File: config.mk
export PLATFORM = sky130hd
export DESIGN_NAME = internet_checksum_engine_unit
export DESIGN_NICKNAME = d
export VERILOG_FILES = /design/src/design/ice_pkg.sv /design/src/design/ice_front.sv /design/src/design/ice_fifo.sv /design/src/design/ice_back.sv /design/src/design/internet_checksum_engine_unit.sv
export VERILOG_INCLUDE_DIRS = /design/src /design/src/design
export SDC_FILE = /design/constraint.sdc
export NUM_CORES = 1
export LEC_CHECK = 0
export BUFFER_PORTS_ARGS = -buffer_cell sky130_fd_sc_hd__buf_2
export CORE_ASPECT_RATIO = 0.8
export CORE_MARGIN = 2
export CORE_UTILIZATION = 49
export DETAILED_ROUTE_END_ITERATION = 12
export GPL_TIMING_DRIVEN = 0
export PLACE_DENSITY = 0.69
export SKIP_LAST_GASP = 1
export SLEW_MARGIN = 5
export SYNTH_ARGS = -nofsm -noshare
export SYNTH_HDL_FRONTEND = slang
export SYNTH_SLANG_ARGS = --single-unit
File: constraint.sdc
create_clock -name clk -period 5.6 [get_ports clk]
set_clock_uncertainty 0.1 [all_clocks]
set_input_delay 1.12 -clock clk [delete_from_list [all_inputs] [get_ports clk]]
set_output_delay 1.12 -clock clk [all_outputs]
set_load 0.05 [all_outputs]
File: src/design/internet_checksum_engine_unit_macros.svh
// Assertion macros shared by the checksum engine modules.
`ifndef INTERNET_CHECKSUM_ENGINE_UNIT_MACROS_SVH
`define INTERNET_CHECKSUM_ENGINE_UNIT_MACROS_SVH

// Same-cycle implication, disabled while reset is asserted.
`define ICE_ASSERT_IMP(lbl, ck, rn, ante, cons) \
	lbl: assert property (@(posedge ck) disable iff (!rn) (ante) |-> (cons)) \
		else $error("checksum engine: same-cycle check failed");

// Next-cycle implication, disabled while reset is asserted.
`define ICE_ASSERT_NEXT(lbl, ck, rn, ante, cons) \
	lbl: assert property (@(posedge ck) disable iff (!rn) (ante) |=> (cons)) \
		else $error("checksum engine: next-cycle check failed");

`endif

File: src/design/ice_pkg.sv
// Shared constants, types and helper functions of the checksum engine.
package ice_pkg;

	localparam int BeatBytes   = 8;
	localparam int DataBits    = 64;
	localparam int CountBits   = 4;
	localparam int WordBits    = 16;
	localparam int HalfBits    = 32;
	localparam int UpdSumBits  = WordBits + 2;
	// A byte count at or above this figure selects the whole beat.
	localparam int FullBytes   = (BeatBytes < DataBits / 8) ? BeatBytes : DataBits / 8;

	localparam int QueueDepth   = 4;
	localparam int QueuePtrBits = $clog2(QueueDepth);
	localparam int QueueCntBits = $clog2(QueueDepth + 1);

	typedef enum logic {
		OP_BEAT   = 1'b0,
		OP_UPDATE = 1'b1
	} ice_op_t;

	// One classified word as it travels from the front end to the back end.
	typedef struct packed {
		logic                is_update;
		logic                last;
		logic                comp;
		logic [DataBits-1:0] payload;
	} ice_item_t;

	typedef struct packed {
		logic full;
		logic empty;
	} ice_qstat_t;

	// Byte enables of a beat, widened to a bit mask.
	function automatic logic [DataBits-1:0] beat_mask(input logic [CountBits-1:0] count);
		logic [DataBits-1:0] m;
		m = '0;
		for (int i = 0; i < DataBits / 8; i++) begin
			if ((32'(count) >= 32'(FullBytes)) || (32'(i) < 32'(count))) begin
				m[i*8 +: 8] = '1;
			end
		end
		return m;
	endfunction

endpackage

File: src/design/ice_front.sv
// Front end: takes input words, masks beat bytes, prepares update sums and queues the result.
module ice_front (
	input  logic                             clk,
	input  logic                             arst_n,
	input  logic                             in_valid,
	output logic                             in_stall,
	input  logic                             operation,
	input  logic [ice_pkg::DataBits-1:0]     data,
	input  logic [ice_pkg::CountBits-1:0]    byte_count,
	input  logic                             last,
	input  logic                             complement,
	input  logic [ice_pkg::WordBits-1:0]     old_checksum,
	input  logic [ice_pkg::WordBits-1:0]     old_word,
	input  logic [ice_pkg::WordBits-1:0]     new_word,
	input  ice_pkg::ice_qstat_t              qstat,
	output logic                             push,
	output ice_pkg::ice_item_t               item
);

	logic                               valid_s1;
	ice_pkg::ice_item_t                 item_s1;
	ice_pkg::ice_item_t                 next_item;
	logic [ice_pkg::UpdSumBits-1:0]     upd_sum;
	logic                               accept;

	assign push     = valid_s1 && !qstat.full;
	assign in_stall = valid_s1 && qstat.full;
	assign accept   = in_valid && !in_stall;
	assign item     = item_s1;

	// Sum of the complemented old checksum, complemented old field and new field.
	// Each term is inverted at 16 bits before it is widened.
	assign upd_sum = {2'b0, ~old_checksum}
		+ {2'b0, ~old_word}
		+ {2'b0, new_word};

	always_comb begin
		next_item = '0;
		unique case (ice_pkg::ice_op_t'(operation))
			ice_pkg::OP_UPDATE: begin
				next_item.is_update = 1'b1;
				next_item.last      = 1'b1;
				next_item.comp      = 1'b1;
				next_item.payload   = ice_pkg::DataBits'(upd_sum);
			end
			ice_pkg::OP_BEAT: begin
				next_item.is_update = 1'b0;
				next_item.last      = last;
				next_item.comp      = complement;
				next_item.payload   = data & ice_pkg::beat_mask(byte_count);
			end
		endcase
	end

	always_ff @(posedge clk or negedge arst_n) begin
		if (!arst_n) begin
			valid_s1 <= 1'b0;
		end else if (accept) begin
			valid_s1 <= 1'b1;
		end else if (push) begin
			valid_s1 <= 1'b0;
		end
	end

	always_ff @(posedge clk) begin
		if (accept) begin
			item_s1 <= next_item;
		end
	end

endmodule

File: src/design/ice_fifo.sv
// Short queue of classified words between the front end and the back end.
`include "internet_checksum_engine_unit_macros.svh"

module ice_fifo (
	input  logic                 clk,
	input  logic                 arst_n,
	input  logic                 push,
	input  ice_pkg::ice_item_t   push_item,
	input  logic                 pop,
	output ice_pkg::ice_item_t   head_item,
	output ice_pkg::ice_qstat_t  qstat
);

	ice_pkg::ice_item_t                  mem_q [ice_pkg::QueueDepth];
	logic [ice_pkg::QueuePtrBits-1:0]    wr_ptr_q;
	logic [ice_pkg::QueuePtrBits-1:0]    rd_ptr_q;
	logic [ice_pkg::QueueCntBits-1:0]    cnt_q;

	assign head_item   = mem_q[rd_ptr_q];
	assign qstat.full  = (cnt_q == ice_pkg::QueueCntBits'(ice_pkg::QueueDepth));
	assign qstat.empty = (cnt_q == '0);

	always_ff @(posedge clk or negedge arst_n) begin
		if (!arst_n) begin
			wr_ptr_q <= '0;
			rd_ptr_q <= '0;
			cnt_q    <= '0;
		end else begin
			if (push) begin
				wr_ptr_q <= (wr_ptr_q == ice_pkg::QueuePtrBits'(ice_pkg::QueueDepth - 1))
					? '0 : wr_ptr_q + 1'b1;
			end
			if (pop) begin
				rd_ptr_q <= (rd_ptr_q == ice_pkg::QueuePtrBits'(ice_pkg::QueueDepth - 1))
					? '0 : rd_ptr_q + 1'b1;
			end
			case ({push, pop})
				2'b10:   cnt_q <= cnt_q + 1'b1;
				2'b01:   cnt_q <= cnt_q - 1'b1;
				default: cnt_q <= cnt_q;
			endcase
		end
	end

	always_ff @(posedge clk) begin
		if (push) begin
			mem_q[wr_ptr_q] <= push_item;
		end
	end

	`ICE_ASSERT_IMP(a_no_pop_when_empty, clk, arst_n, pop, !qstat.empty)
	`ICE_ASSERT_IMP(a_no_push_when_full, clk, arst_n, push, !qstat.full)

endmodule

File: src/design/ice_back.sv
// Back end: end-around accumulation, two folding stages and the output register.
`include "internet_checksum_engine_unit_macros.svh"

module ice_back (
	input  logic                          clk,
	input  logic                          arst_n,
	input  ice_pkg::ice_item_t            head_item,
	input  ice_pkg::ice_qstat_t           qstat,
	output logic                          pop,
	output logic                          out_valid,
	input  logic                          out_stall,
	output logic [ice_pkg::WordBits-1:0]  checksum
);

	logic [ice_pkg::DataBits-1:0]   acc_q;
	logic                           valid_s1;
	logic [ice_pkg::DataBits-1:0]   sum_s1;
	logic                           comp_s1;
	logic                           valid_s2;
	logic [ice_pkg::HalfBits-1:0]   sum_s2;
	logic                           comp_s2;
	logic                           out_valid_q;
	logic [ice_pkg::WordBits-1:0]   checksum_q;

	logic                           adv_o;
	logic                           adv2;
	logic                           adv1;
	logic                           emits;

	logic [ice_pkg::DataBits:0]     acc_sum;
	logic [ice_pkg::DataBits-1:0]   acc_inc;
	logic [ice_pkg::DataBits-1:0]   acc_new;
	logic [ice_pkg::HalfBits:0]     f32_sum;
	logic [ice_pkg::HalfBits-1:0]   f32_inc;
	logic [ice_pkg::HalfBits-1:0]   f32;
	logic [ice_pkg::WordBits:0]     f16_sum;
	logic [ice_pkg::WordBits-1:0]   f16_inc;
	logic [ice_pkg::WordBits-1:0]   f16;

	assign adv_o = !out_valid_q || !out_stall;
	assign adv2  = !valid_s2 || adv_o;
	assign adv1  = !valid_s1 || adv2;
	assign emits = head_item.is_update || head_item.last;
	// A beat that only accumulates never waits for the folding stages.
	assign pop   = !qstat.empty && (!emits || adv1);

	// End-around carry by carry select: both candidate sums are formed side by side.
	assign acc_sum = {1'b0, acc_q} + {1'b0, head_item.payload};
	assign acc_inc = acc_q + head_item.payload + ice_pkg::DataBits'(1);
	assign acc_new = acc_sum[ice_pkg::DataBits] ? acc_inc : acc_sum[ice_pkg::DataBits-1:0];

	assign f32_sum = {1'b0, sum_s1[ice_pkg::DataBits-1:ice_pkg::HalfBits]}
		+ {1'b0, sum_s1[ice_pkg::HalfBits-1:0]};
	assign f32_inc = sum_s1[ice_pkg::DataBits-1:ice_pkg::HalfBits]
		+ sum_s1[ice_pkg::HalfBits-1:0] + ice_pkg::HalfBits'(1);
	assign f32 = f32_sum[ice_pkg::HalfBits] ? f32_inc : f32_sum[ice_pkg::HalfBits-1:0];

	assign f16_sum = {1'b0, sum_s2[ice_pkg::HalfBits-1:ice_pkg::WordBits]}
		+ {1'b0, sum_s2[ice_pkg::WordBits-1:0]};
	assign f16_inc = sum_s2[ice_pkg::HalfBits-1:ice_pkg::WordBits]
		+ sum_s2[ice_pkg::WordBits-1:0] + ice_pkg::WordBits'(1);
	assign f16 = f16_sum[ice_pkg::WordBits] ? f16_inc : f16_sum[ice_pkg::WordBits-1:0];

	assign out_valid = out_valid_q;
	assign checksum  = checksum_q;

	always_ff @(posedge clk or negedge arst_n) begin
		if (!arst_n) begin
			acc_q       <= '0;
			valid_s1    <= 1'b0;
			valid_s2    <= 1'b0;
			out_valid_q <= 1'b0;
		end else begin
			if (pop && !head_item.is_update) begin
				acc_q <= head_item.last ? '0 : acc_new;
			end
			if (pop && emits) begin
				valid_s1 <= 1'b1;
			end else if (adv2) begin
				valid_s1 <= 1'b0;
			end
			if (valid_s1 && adv2) begin
				valid_s2 <= 1'b1;
			end else if (adv_o) begin
				valid_s2 <= 1'b0;
			end
			if (valid_s2 && adv_o) begin
				out_valid_q <= 1'b1;
			end else if (!out_stall) begin
				out_valid_q <= 1'b0;
			end
		end
	end

	always_ff @(posedge clk) begin
		if (pop && emits) begin
			sum_s1  <= head_item.is_update ? head_item.payload : acc_new;
			comp_s1 <= head_item.comp;
		end
		if (valid_s1 && adv2) begin
			sum_s2  <= f32;
			comp_s2 <= comp_s1;
		end
		if (valid_s2 && adv_o) begin
			checksum_q <= comp_s2 ? ~f16 : f16;
		end
	end

	`ICE_ASSERT_NEXT(a_last_beat_clears_sum, clk, arst_n,
		pop && !head_item.is_update && head_item.last, acc_q == '0)
	`ICE_ASSERT_NEXT(a_fold_stage_holds, clk, arst_n,
		valid_s1 && !adv2, valid_s1 && $stable(sum_s1))

endmodule

File: src/design/internet_checksum_engine_unit.sv
// Top level of the ones' complement Internet checksum engine.
//
// Input channel (in_valid / in_stall): each word is either a data beat (operation
// low) or an incremental update (operation high). A beat carries eight bytes with
// the first byte in bits 7:0; bytes beyond byte_count are zeroed before they are
// added into the 64-bit running sum with end-around carry. A beat with last set
// closes the block: the sum is folded to 16 bits, inverted if complement is set,
// and the running sum is cleared. An update returns the adjusted checksum for a
// replaced 16-bit field and leaves the running sum alone.
// Output channel (out_valid / out_stall): one checksum word per last beat or update,
// in input order; beats without last return nothing.
// Throughput is one word per cycle while in_stall is low. An accepted word passes
// the input register, queue, accumulator, 64-to-32 fold and 32-to-16 fold in turn.
// A stalled receiver holds the output register; the folding stages and the
// four-entry queue then fill, after which in_stall rises. Beats that only accumulate
// keep draining while the output is held, until a last beat or update heads the queue.
// Reset (arst_n low) empties every stage and the queue and clears the running sum.
module internet_checksum_engine_unit (
	input  logic                          clk,
	input  logic                          arst_n,
	input  logic                          in_valid,
	output logic                          in_stall,
	input  logic                          operation,
	input  logic [ice_pkg::DataBits-1:0]  data,
	input  logic [ice_pkg::CountBits-1:0] byte_count,
	input  logic                          last,
	input  logic                          complement,
	input  logic [ice_pkg::WordBits-1:0]  old_checksum,
	input  logic [ice_pkg::WordBits-1:0]  old_word,
	input  logic [ice_pkg::WordBits-1:0]  new_word,
	output logic                          out_valid,
	input  logic                          out_stall,
	output logic [ice_pkg::WordBits-1:0]  checksum
);

	// Classified words travel from the front end through the queue.
	ice_pkg::ice_item_t  push_item;
	ice_pkg::ice_item_t  head_item;
	ice_pkg::ice_qstat_t qstat;
	logic                push;
	logic                pop;

	ice_front u_front (
		.clk          (clk),
		.arst_n       (arst_n),
		.in_valid     (in_valid),
		.in_stall     (in_stall),
		.operation    (operation),
		.data         (data),
		.byte_count   (byte_count),
		.last         (last),
		.complement   (complement),
		.old_checksum (old_checksum),
		.old_word     (old_word),
		.new_word     (new_word),
		.qstat        (qstat),
		.push         (push),
		.item         (push_item)
	);

	ice_fifo u_fifo (
		.clk       (clk),
		.arst_n    (arst_n),
		.push      (push),
		.push_item (push_item),
		.pop       (pop),
		.head_item (head_item),
		.qstat     (qstat)
	);

	// The back end accumulates, folds and holds the result until it is taken.
	ice_back u_back (
		.clk       (clk),
		.arst_n    (arst_n),
		.head_item (head_item),
		.qstat     (qstat),
		.pop       (pop),
		.out_valid (out_valid),
		.out_stall (out_stall),
		.checksum  (checksum)
	);

endmodule
* Yosys cells after proc, flatten, opt, wreduce, memory -nomap -nowiden
Memories as Yosys holds them, arrays and structs flattened.
Index checks and enable logic that the tools add are counted.
** Storage, ports and cells
- Memories :: 1
- Output and inout bits :: 18
- Latch bits :: 0
- Flip-flop bits (word level) :: 256
- Memory bits (read-only) :: 0
- Word-level logic and storage cells :: 124
- RAM bits :: 268
** Memory list
- u_fifo.mem_q :: words 4, bits a word 67, read ports 1, clocked after memory_dff 0, write ports 1, line ice_fifo.sv:14 : ice_pkg::ice_item_t mem_q [ice_pkg::QueueDepth];
** Operators by class
- Shift operators :: 0
- Div/mod/pow operators :: 0
- Order comparisons :: 9
- Add/subtract/negate cells :: 15
- Equal/unequal tests :: 6
- Multipliers :: 0
- Mux-type cells :: 36
- Reduce and logical (&&, ||, !) cells :: 35
- Bitwise operators :: 5
** Operator list (count)
- $mux W64 :: 3
- $pmux W67 S2 :: 1
- $mux W8 :: 16
- $add A64 B64 Y65 :: 1
- $add A64 B1 Y64 const B :: 1
- $add A64 B64 Y64 :: 1
- $and A64 B64 Y64 :: 1
- $not A16 Y16 :: 3
- $add A16 B16 Y17 :: 2
- $add A32 B32 Y33 :: 1
- $add A32 B1 Y32 const B :: 1
- $add A32 B32 Y32 :: 1
- $mux W16 :: 2
- $mux W32 :: 1
- $add A18 B16 Y18 :: 1
- $add A16 B1 Y16 const B :: 1
- $add A16 B16 Y16 :: 1
- $lt A3 B4 Y1 const A :: 4
- $logic_or A1 B1 Y1 :: 13
- $mux W1 :: 10
- $logic_not A1 Y1 :: 9
- $logic_and A1 B1 Y1 :: 8
- $lt A1 B4 Y1 const A :: 2
- $lt A2 B4 Y1 const A :: 2
- 13 further kinds :: 20

* Logic depth before layout (Yosys ltp)
Gate-level depths: netlist of the first run.
- Depth after elaboration :: 8
- Depth in mapped cells :: 20

* Hierarchy
Synthesis of the first run repeated with hierarchy kept, for this count alone.
** Second synthesis, totals
- Cell total of the unflattened synthesis :: 2442
- Area total of the unflattened synthesis :: 28776.3 µm²
** Modules (own cells, without submodules)
- ice_back :: area each 14665.3 µm², instances 1, cells an instance 1698
- ice_fifo :: area each 10097.2 µm², instances 1, cells an instance 389
- ice_front :: area each 4013.8 µm², instances 1, cells an instance 355

* Least setup slack after synthesis of the first run
Ideal clock, no wire load.
- Path type :: register -> register
- From :: register u_fifo.rd_ptr_q[0] (netlist bit)
- To :: register u_back.sum_s1[38] (netlist bit) (data pin)
- Slack :: 281 ps
- Clock period less this slack :: 5319 ps
- Arrival :: 4963 ps
- Cell stages (with the launch flop) :: 18
- Cell sequence :: dfrtp_1 -> clkbuf_1 -> buf_1 -> buf_1 -> mux4_2 -> ha_1 -> buf_2 -> a21oi_2 -> o21ai_2 -> a221oi_4 -> a31oi_4 -> nor4_4 -> nor2_2 -> a2111oi_2 -> o21ai_0 -> a21oi_1 -> o21ai_0 -> a31o_2
** On the way
- Longest elaborated chain between the ends :: 5
** RTL lines
- start, declared :: line ice_fifo.sv:16 : logic [ice_pkg::QueuePtrBits-1:0] rd_ptr_q;
- start signal, assigned :: line ice_fifo.sv:34 : rd_ptr_q <= (rd_ptr_q == ice_pkg::QueuePtrBits'(ice_pkg::QueueDepth - 1))
- $mem_v2 Z4 W67 *
- $add A64 B64 Y64 :: line ice_back.sv:49 : assign acc_inc = acc_q + head_item.payload + ice_pkg::DataBits'(1);
- $add A64 B1 Y64 :: line ice_back.sv:49
- $mux W64 :: line ice_back.sv:50 : assign acc_new = acc_sum[ice_pkg::DataBits] ? acc_inc : acc_sum[ice_pkg::DataBits-1:0];
- $mux W64 * :: line ice_back.sv:97 : sum_s1 <= head_item.is_update ? head_item.payload : acc_new;
- end signal, assigned :: line ice_back.sv:97
- end, declared :: line ice_back.sv:17 : logic [ice_pkg::DataBits-1:0] sum_s1;
Mark *: on every way between the ends. The rest lies on a longest branch, timed or not.
A chain may end at the register's enable or synchronous reset.

* Worst setup path in the final report of the first run
- From :: register u_fifo.rd_ptr_q[0] (netlist bit)
- To :: register u_back.sum_s1[43] (netlist bit) (data pin)
Same word-level chain as after synthesis.

==> results of run 1 <==
-- routing by layer --
metal | global-route usage | part of all wire | vias to the layer above
met5 | 0 | 0.00023 | -
met4 | 0.0612 | 0.020 | 2
met3 | 0.0385 | 0.068 | 114
met2 | 0.398 | 0.44 | 654
met1 | 0.400 | 0.48 | 10200
li1 | - | - | 9638
-- layout make-up --
class | instances | area, um^2 | share of cell area
diodes | 1 | 2.50 | 0.0000767
plain buffers | 106 | 528 | 0.0162
clock buffers | 71 | 1390 | 0.0427
clock inverters | 23 | 292 | 0.00893
inverters | 117 | 439 | 0.0135
multi-input cells | 1704 | 12700 | 0.388
flip-flops and latches | 524 | 15400 | 0.471
well taps | 769 | 962 | 0.0295
repair buffers | 158 | 988 | 0.0303
-- worst max-delay path by stage --
| stage | startpoint | end | slack, ns | cells past startpoint |
|---|---|---|---|---|
| 3_5_place_dp | u_fifo.rd_ptr_q[0]$_DFFE_PN0P_ | u_back.sum_s1[33]$_DFFE_PP_ | -2.35 | 17 |
| 2_1_floorplan | u_fifo.rd_ptr_q[0]$_DFFE_PN0P_ | u_back.sum_s1[38]$_DFFE_PP_ | 0.28 | 17 |
| 3_3_place_gp | u_fifo.rd_ptr_q[0]$_DFFE_PN0P_ | u_back.sum_s1[33]$_DFFE_PP_ | -2.38 | 17 |
| 5_1_grt | u_fifo.rd_ptr_q[0]$_DFFE_PN0P_ | u_back.sum_s1[56]$_DFFE_PP_ | -0.05 | 17 |
| 4_1_cts | u_fifo.rd_ptr_q[0]$_DFFE_PN0P_ | u_back.sum_s1[42]$_DFFE_PP_ | -0.001 | 17 |
| 6_report | u_fifo.rd_ptr_q[0]$_DFFE_PN0P_ | u_back.sum_s1[43]$_DFFE_PP_ | 0.04 | 18 |
-- cell families (layout without fill, tap and decap cells) --
family	after synthesis	after routing
compound gates	673	673
simple gates	658	658
flops	524	524
buf+inv	225	475
fa+ha+maj	163	163
xor+xnor	133	133
mux	77	77
other cells	0	1
-- per-stage QoR --
stage                     utilization  setup slack, ns  instance area (um^2)
after global routing            0.563          -0.0510                 32600
final                           0.563           0.0402                 32600
after global placement          0.523            -2.38                 30300
after CTS                       0.560         -0.00106                 32400
after detailed placement        0.527            -2.35                 30500
after floorplan                     -            0.281                 28600
-- state kept, by name (all words and copies together) (netlist names) --
register / count
u_back.sum_s1: 64
u_back.sum_s2: 32
u_back.checksum: 16
u_back.out_valid: 1
u_back.acc_q: 64
u_back.comp_s2: 1
u_fifo.wr_ptr_q: 2
u_fifo.cnt_q: 3
u_back.valid_s1: 1
u_back.valid_s2: 1
u_back.comp_s1: 1
u_front.valid_s1: 1
u_fifo.rd_ptr_q: 2
u_fifo.mem_q: 268
u_front.item: 67
-- repair_timing --
item	CTS	global route
pin swaps	6	10
hold buffers	0	0
buffers inserted	2	8
endpoints found under the setup margin	128	61
hold endpoints to repair	0	0
gates resized for setup	90	32
-- Yosys cell counts, types with 15 or more instances --
library cell and instances:
clkbuf_1 62, ha_1 154, inv_1 117, a22o_1 15
xor2_1 41, a21o_1 73, o21ai_0 181, dfrtp_1 75
and2_1 58, edfxtp_1 449, xnor2_1 92, nor2_1 137
nand3_1 36, nand4_1 52, buf_2 37, mux4_2 66
nor3_1 33, o31ai_1 20, nand2_1 245, o21bai_1 41
a21oi_1 185
-- layout by cell type (no fill, tap or decap), types with 9 or more instances in the layout --
| master | n |
|---|---|
| a211o_1 | 11 |
| a211oi_1 | 10 |
| a21boi_0 | 10 |
| a21o_1 | 73 |
| a21oi_1 | 179 |
| a22o_1 | 15 |
| a31o_2 | 10 |
| a31oi_1 | 13 |
| and2_1 | 57 |
| and3_1 | 10 |
| buf_2 | 176 |
| buf_4 | 12 |
| clkbuf_1 | 69 |
| clkbuf_16 | 52 |
| dfrtp_1 | 74 |
| edfxtp_1 | 449 |
| fa_1 | 9 |
| ha_1 | 154 |
| inv_1 | 117 |
| mux4_2 | 66 |
| nand2_1 | 245 |
| nand2b_1 | 10 |
| nand3_1 | 36 |
| nand4_1 | 52 |
| nor2_1 | 135 |
| nor2b_1 | 13 |
| nor3_1 | 29 |
| o21a_1 | 12 |
| o21ai_0 | 166 |
| o21ai_1 | 14 |
| o21ai_2 | 10 |
| o21bai_1 | 40 |
| o31ai_1 | 17 |
| or2_2 | 11 |
| or3_1 | 13 |
| xnor2_1 | 90 |
| xor2_1 | 41 |
==> flow_results.org, run 1 <==
** CTS
- CTS H-tree depth :: 2
- Maximum clock path buffer count :: 3
- TritonCTS built the clock tree.
- The clock reaches the later pin of the worst-skew pair after between 0.6 and 0.7 ns.
- Number of clock buffers inserted by TritonCTS :: 51
- Counting every sink on the clock net gives approximately 520.
- After clock tree synthesis, the clock-pin slew on the worst setup and hold paths is around 0.06 ns.
- Clock Root Buffer :: clkbuf_16

** STA
- Shortest period the worst path allows :: about 5.6 ns
- Setup violations remaining at the end of the flow were counted as 0.
- Worst hold slack :: approximately 0.34 ns
- Setup Total Neg Slack :: 0 ns
- Measured against its own limit, the worst slew margin works out to 0.0927.
- Transition time at the pin with the least slew margin :: 1.35 ns
- Dividing the final minimum period by the clock period gives 0.993.
- Maximum clock rate :: 180 MHz
- The number of endpoints with negative hold slack in the final report was 0.
- Setup repair after global routing could not meet its margin everywhere.
- Count of pins over their slew limit :: 0

** Flow run
- Number of violations of the max-capacitance limit :: 0

** Synthesis
- Post-synth EDFFs :: between 400 and 500
- Proportion of synthesized chip area in sequential cells :: 0.537
- After synthesis, the largest family of logic cells by area is compound AO/OA/AOI/OAI gates.
- Top area cells in the synthesized netlist :: edfxtp_1 (47%), ha_1 (6.7%), dfrtp_1 (6.6%)
- Prevailing post-synth register cell :: edfxtp_1
- The Yosys step of the flow raised 0 warnings.
- The mapped netlist covers ~29000 um^2.
- After technology mapping, the gate count stands at 2453.
- A synthesized cell averages around 12 um^2.
- Share of flip-flops with an asynchronous set or reset :: 0.143
- Counting every net in the synthesized netlist gives roughly 2.7k.
- Multiplexer share of the synthesized area :: 0.0559
- The synthesized netlist contains about 90 unique library cells.
- The area fraction in compound gates after synthesis was 0.152.
- Summed over all instances, the cell type with the most area after synthesis is edfxtp_1.
- Of the total synthesized cell area, the portion taken by XOR and XNOR cells is 0.0407.
- Portion of synthesized cell area occupied by the leading cell type :: 0.471
- Fraction of the mapped netlist area in adder cells :: 0.0736
- Basic-gate share of the synthesized area counting and, or, nand and nor cells :: 0.110
- Post-synthesis sequential element count :: approximately 520

** Setup path
- In this design, the largest share of critical-path delay is due to compound AO/OA/AOI/OAI gates.
- The worst setup path is launched from a flip-flop.
- Startpoint of the worst-slack reg-to-reg timing path :: u_fifo.rd_ptr_q[0]$_DFFE_PN0P_
- The signal on the critical path passes through buf_4, buf_12, buf_6, mux4_2, ha_1, buf_2, inv_1, nor3_1, a21oi_2, o22ai_1, nor4_4, buf_4, nor3b_2, o31ai_4, o211ai_4, nand2_1, xnor2_1, o21ai_0.
- Endpoint of the worst-slack reg-to-reg timing path :: u_back.sum_s1[43]$_DFFE_PP_
- Critical Path Most Common Cell :: buf_4
- Critical Setup Path Class :: reg -> reg
- Of all nets on the critical path, the largest fanout is 10.
- Worst-case reg-to-reg path depth :: 18
- Critical path's slowest cell :: o21ai_0
- WP buf/inv :: 6
- Element type at the critical path end :: flip-flop
- Critical path's largest stage delay :: about 0.64 ns
- For the worst setup path, the data required time is approximately 5.8 ns.
- Worst EP arrival :: 5.74 ns
- The worst register-to-register path has a setup slack of roughly 0.040 ns.

** Routing
- Number of vias after detailed routing :: around 21k
- Routed wire length :: slightly below 80000 um
- Drt wl/cell :: roughly 23 um
- After detailed routing, the number of vias per cell comes to about 5.9.
- In this run the remaining antenna-violating nets after routing total 0.
- Total DRC errors in the routed layout :: 0
- For this run, the detailed router's first-pass iteration total came to 7.
- Starting DRC count in detailed routing :: between 2k and 2.5k

** Place
- After detailed placement, the design holds a cell count of approximately 3.4k.
- Detailed placement HPWL :: 60700 um
- I/O Buffers :: 140
- At the end of routability-driven placement, the weighted congestion stood at 0.958.

** GRT
- Overall fraction of global-route tracks in use :: 0.263
- The initial antenna violation count is 4.
- Wire length of the first global-routing pass :: 120000 um
- Vias in the first global route :: approximately 20k
- After global routing the overflow that remains totals 0.
- Entering global routing, the biggest net connects between 50 and 60 pins.

** Floorplanning
- The floorplan step defined a die boundary enclosing between 60000 and 70000 um^2.
- Core area :: around 58000 um^2
- The die is about 270 um wide.
- In this run the count of I/O pins placed on the die edge is around 140.
- The die is about 220 um tall.
- Starting density of the core :: 0.494
- The floorplan has 79 rows.

** Hold path
- Class of the tightest hold or removal check :: reg -> reg
- Hold wc startpoint :: u_back.comp_s1$_DFFE_PP_
- Terminating pin of the worst hold path :: u_back.comp_s2$_DFFE_PP_
- Along the worst hold path, the cell count comes to 0.

** Final layout
- Ratio of cells with drive above 1 in the final layout :: 0.164
- Final nets :: ~3k
- The area growth from synthesis to layout is 14.0%.
- After the flow finishes, the layout carries non-filler instances totaling around 3.5k.
- Counting the fill cells in the layout gives 4847.

** Run status
- Status :: finished, final reports clean
Power of run 1 is not shown: default switching activity piles up to over one toggle a cycle in this logic, so the estimate is an artifact.
==> run 2: changes to the inputs <==
--- a/config.mk
+++ b/config.mk
@@ -8,7 +8,6 @@
 export LEC_CHECK = 0
 export BUFFER_PORTS_ARGS = -buffer_cell sky130_fd_sc_hd__buf_2
 export CORE_ASPECT_RATIO = 0.8
-export CORE_MARGIN = 2
 export CORE_UTILIZATION = 49
 export DETAILED_ROUTE_END_ITERATION = 12
 export GPL_TIMING_DRIVEN = 0
==> run 2 against run 1 <==
Critical path depth is 2 lower. Sequential share of layout area barely moved. Cell count hardly changed. Largest cell class unchanged. Critical path type unchanged. Wire length down 0.21%.
==> flow_results.org, run 2 (same netlist as run 1, synthesis figures left out) <==
** Run status
- Status :: finished, final reports clean (unchanged)

** CTS
- The clock slew seen by the registers of the worst setup and hold paths is 0.06 ns (about the same).
- The TritonCTS clock tree is built (unchanged).
- Number of sinks driven by the clock tree :: 524 (unchanged)
- Maximum clock path buffer count :: 3 (unchanged)
- The CTS buffer count came to 53 (was 51).
- The clock latency reported for the late side of the worst-skew pair came to 0.62 ns (was 0.61 ns).
- CTS H-tree depth :: 2 (unchanged)
- Clock Root Buffer :: clkbuf_16 (unchanged)

** Place
- The number of I/O port buffers is 140 (unchanged).
- The post-place setup slack is -2.29 ns (was -2.35 ns).
- The last weighted congestion value of the routability-driven placer is 0.974 (was 0.958).
- Detailed placement HPWL :: 60300 um (was 60700 um)

** GRT
- The number of global-route vias before repair came to 20.2k (was 20.1k).
- The global-route wire length before repair is 120000 um (about the same).
- Total global routing overflow :: 0 (unchanged)
- Overall fraction of global-route tracks in use :: 0.266 (was 0.263)
- The largest net degree at the start of global routing is 54 (was 53).
- The initial antenna violation count is 10 (was 4).

** Setup path
- Worst EP arrival :: 5.71 ns (was 5.74 ns)
- The worst reg2reg path depth came to 16 (was 18).
- The largest fanout of any net on the critical path was 10 (unchanged).
- The required time reported for the critical path endpoint came to 5.78 ns (about the same).
- Critical Setup Path Class :: reg -> reg (unchanged)
- Startpoint type of the worst setup path :: flip-flop (unchanged)
- The element type at the critical path end is a flip-flop (unchanged).

** Routing
- The number of vias per cell after detailed routing came to 5.98 (was 5.94).
- The number of design-rule violations left by the first detailed-router iteration is 1928 (was 2133).
- The post-detailed-routing wire length was 78000 um (was 78200 um).
- Number of vias after detailed routing :: 20.7k (was 20.6k)
- Antenna viol nets, final :: 0 (unchanged)
- Drt wl/cell :: 22.5 um (about the same)
- Length of the first detailed-routing pass in iterations :: 5 (was 7)
- Total DRC errors in the routed layout :: 0 (unchanged)

** Floorplanning
- The placeable core area came to 57200 um^2 (was 57900 um^2).
- Die span in x :: 272 um (was 274 um)
- Standard-cell row count :: 78 (was 79)
- Area enclosed by the die boundary :: 59400 um^2 (was 60400 um^2)
- The vertical die dimension is 218 um (was 220 um).
- The top-level I/O count is 141 (unchanged).
- Starting density of the core :: 0.501 (was 0.494)

** Final layout
- Highest-count cells in the layout ignoring fill and taps: edfxtp_1 (449), nand2_1 (245), a21oi_1 (178), buf_2 (177), o21ai_0 (158) (was edfxtp_1 (449), nand2_1 (245), a21oi_1 (179), buf_2 (176), o21ai_0 (166)).
- Filler instances :: 4824 (was 4847)
- The number of flip-flops under the largest register name is 268 (unchanged).
- The share of post-route cells with drive strength above 1 is 0.166 (was 0.164).
- Diode insertion count for antenna repair :: 0 (was 1)
- Leading cell type in the layout, fill and taps excluded :: edfxtp_1 (unchanged)
- Largest Register :: u_fifo.mem_q (unchanged)
- The net total in the final layout is 2951 (was 2948).
- Fraction of the core area covered by cells at the end of the flow :: 0.571 (was 0.563)
- The layout-stage area growth over the synthesis result was 14.0% (about the same).

** STA
- The number of max-slew violations in the final report was 0 (unchanged).
- The period utilization is 0.988 (was 0.993).
- The count of endpoints failing setup in the final report was 0 (unchanged).
- Transition time at the pin with the least slew margin :: 1.29 ns (was 1.35 ns)
- The final critical path time including I/O delays and setup came to 5.53 ns (was 5.56 ns).
- Count of final hold-check violations :: 0 (unchanged)
- The relative slew slack is 0.137 (was 0.0927).
- The post-route worst setup slack is 0.0692 ns (was 0.0402 ns).
- The maximum operating frequency came to 181 MHz (was 180 MHz).
- Unrepaired setup endpoints after global routing: true (unchanged).

** Hold path
- The worst min-delay path category is reg -> reg (unchanged).
- The instance count along the most critical hold path is 0 (unchanged).

** Flow run
- Number of violations of the max-capacitance limit :: 0 (unchanged)
## run 2: stage by stage
step	cells	cell area (um^2)	hold WS [ns]	TNS (ns)
after floorplan	2453	28600	0.300	0
after global placement	3353	30300	0.309	-260.49
after detailed placement	3362	30500	0.331	-167.29
after CTS	3466	32500	0.340	-0.0200
after global routing	3470	32600	0.345	-0.306
final	3470	32600	0.332	0
## run 2: layout make-up
cell class,count,area [um^2],area share
buffer,107,520,0.0160
multi-input combinational,1704,12600,0.387
clock buffer,74,1480,0.0452
sequential,524,15400,0.471
clock inverter,26,255,0.00782
tap,760,951,0.0291
inverter,117,439,0.0135
timing repair buffer,158,988,0.0303
## run 2: metal layers
layer,up-vias,share of wire,global-route usage
met5,-,0.00017,0
met4,2,0.023,0.0699
met3,102,0.074,0.0435
met2,742,0.43,0.396
met1,10300,0.47,0.404
li1,9619,-,-
## run 2: worst paths after layout
| kind | slack [ns] | end | from |
|---|---|---|---|
| max | 0.07 | u_back.sum_s1[40]$_DFFE_PP_ | u_fifo.rd_ptr_q[1]$_DFFE_PN0P_ |
| min | 0.33 | u_back.comp_s2$_DFFE_PP_ | u_back.comp_s1$_DFFE_PP_ |
| max reg2reg | 0.07 | u_back.sum_s1[40]$_DFFE_PP_ | u_fifo.rd_ptr_q[1]$_DFFE_PN0P_ |
| min reg2reg | 0.33 | u_back.comp_s2$_DFFE_PP_ | u_back.comp_s1$_DFFE_PP_ |
| max in group asynchronous | 4.31 | u_back.acc_q[28]$_DFFE_PN0P_ | arst_n |
| min in group asynchronous | 0.39 | u_back.out_valid$_DFFE_PN0P_ | arst_n |
## run 2: critical path, cell delays in order, from the launching register on
cell and delay [ns]:
dfrtp_2 0.51, clkbuf_4 0.33, buf_2 0.34, mux4_2 0.39
ha_1 0.29, buf_2 0.19, nand4_1 0.33, nor4_4 0.41
nand3_1 0.14, a21oi_2 0.21, a211o_1 0.21, mux2_2 0.39
nor4b_2 0.24, o21a_1 0.24, o21ai_0 0.22, xnor2_1 0.39
o21ai_1 0.24
## run 2: what timing repair did
item | CTS | global route
endpoints found under the setup margin | 128 | 64
hold buffers | 0 | 0
resized for setup | 90 | 31
hold endpoints to repair | 0 | 0
buffers inserted | 5 | 4
pin swaps | 5 | 11
Power of run 2 is left out for the same reason.
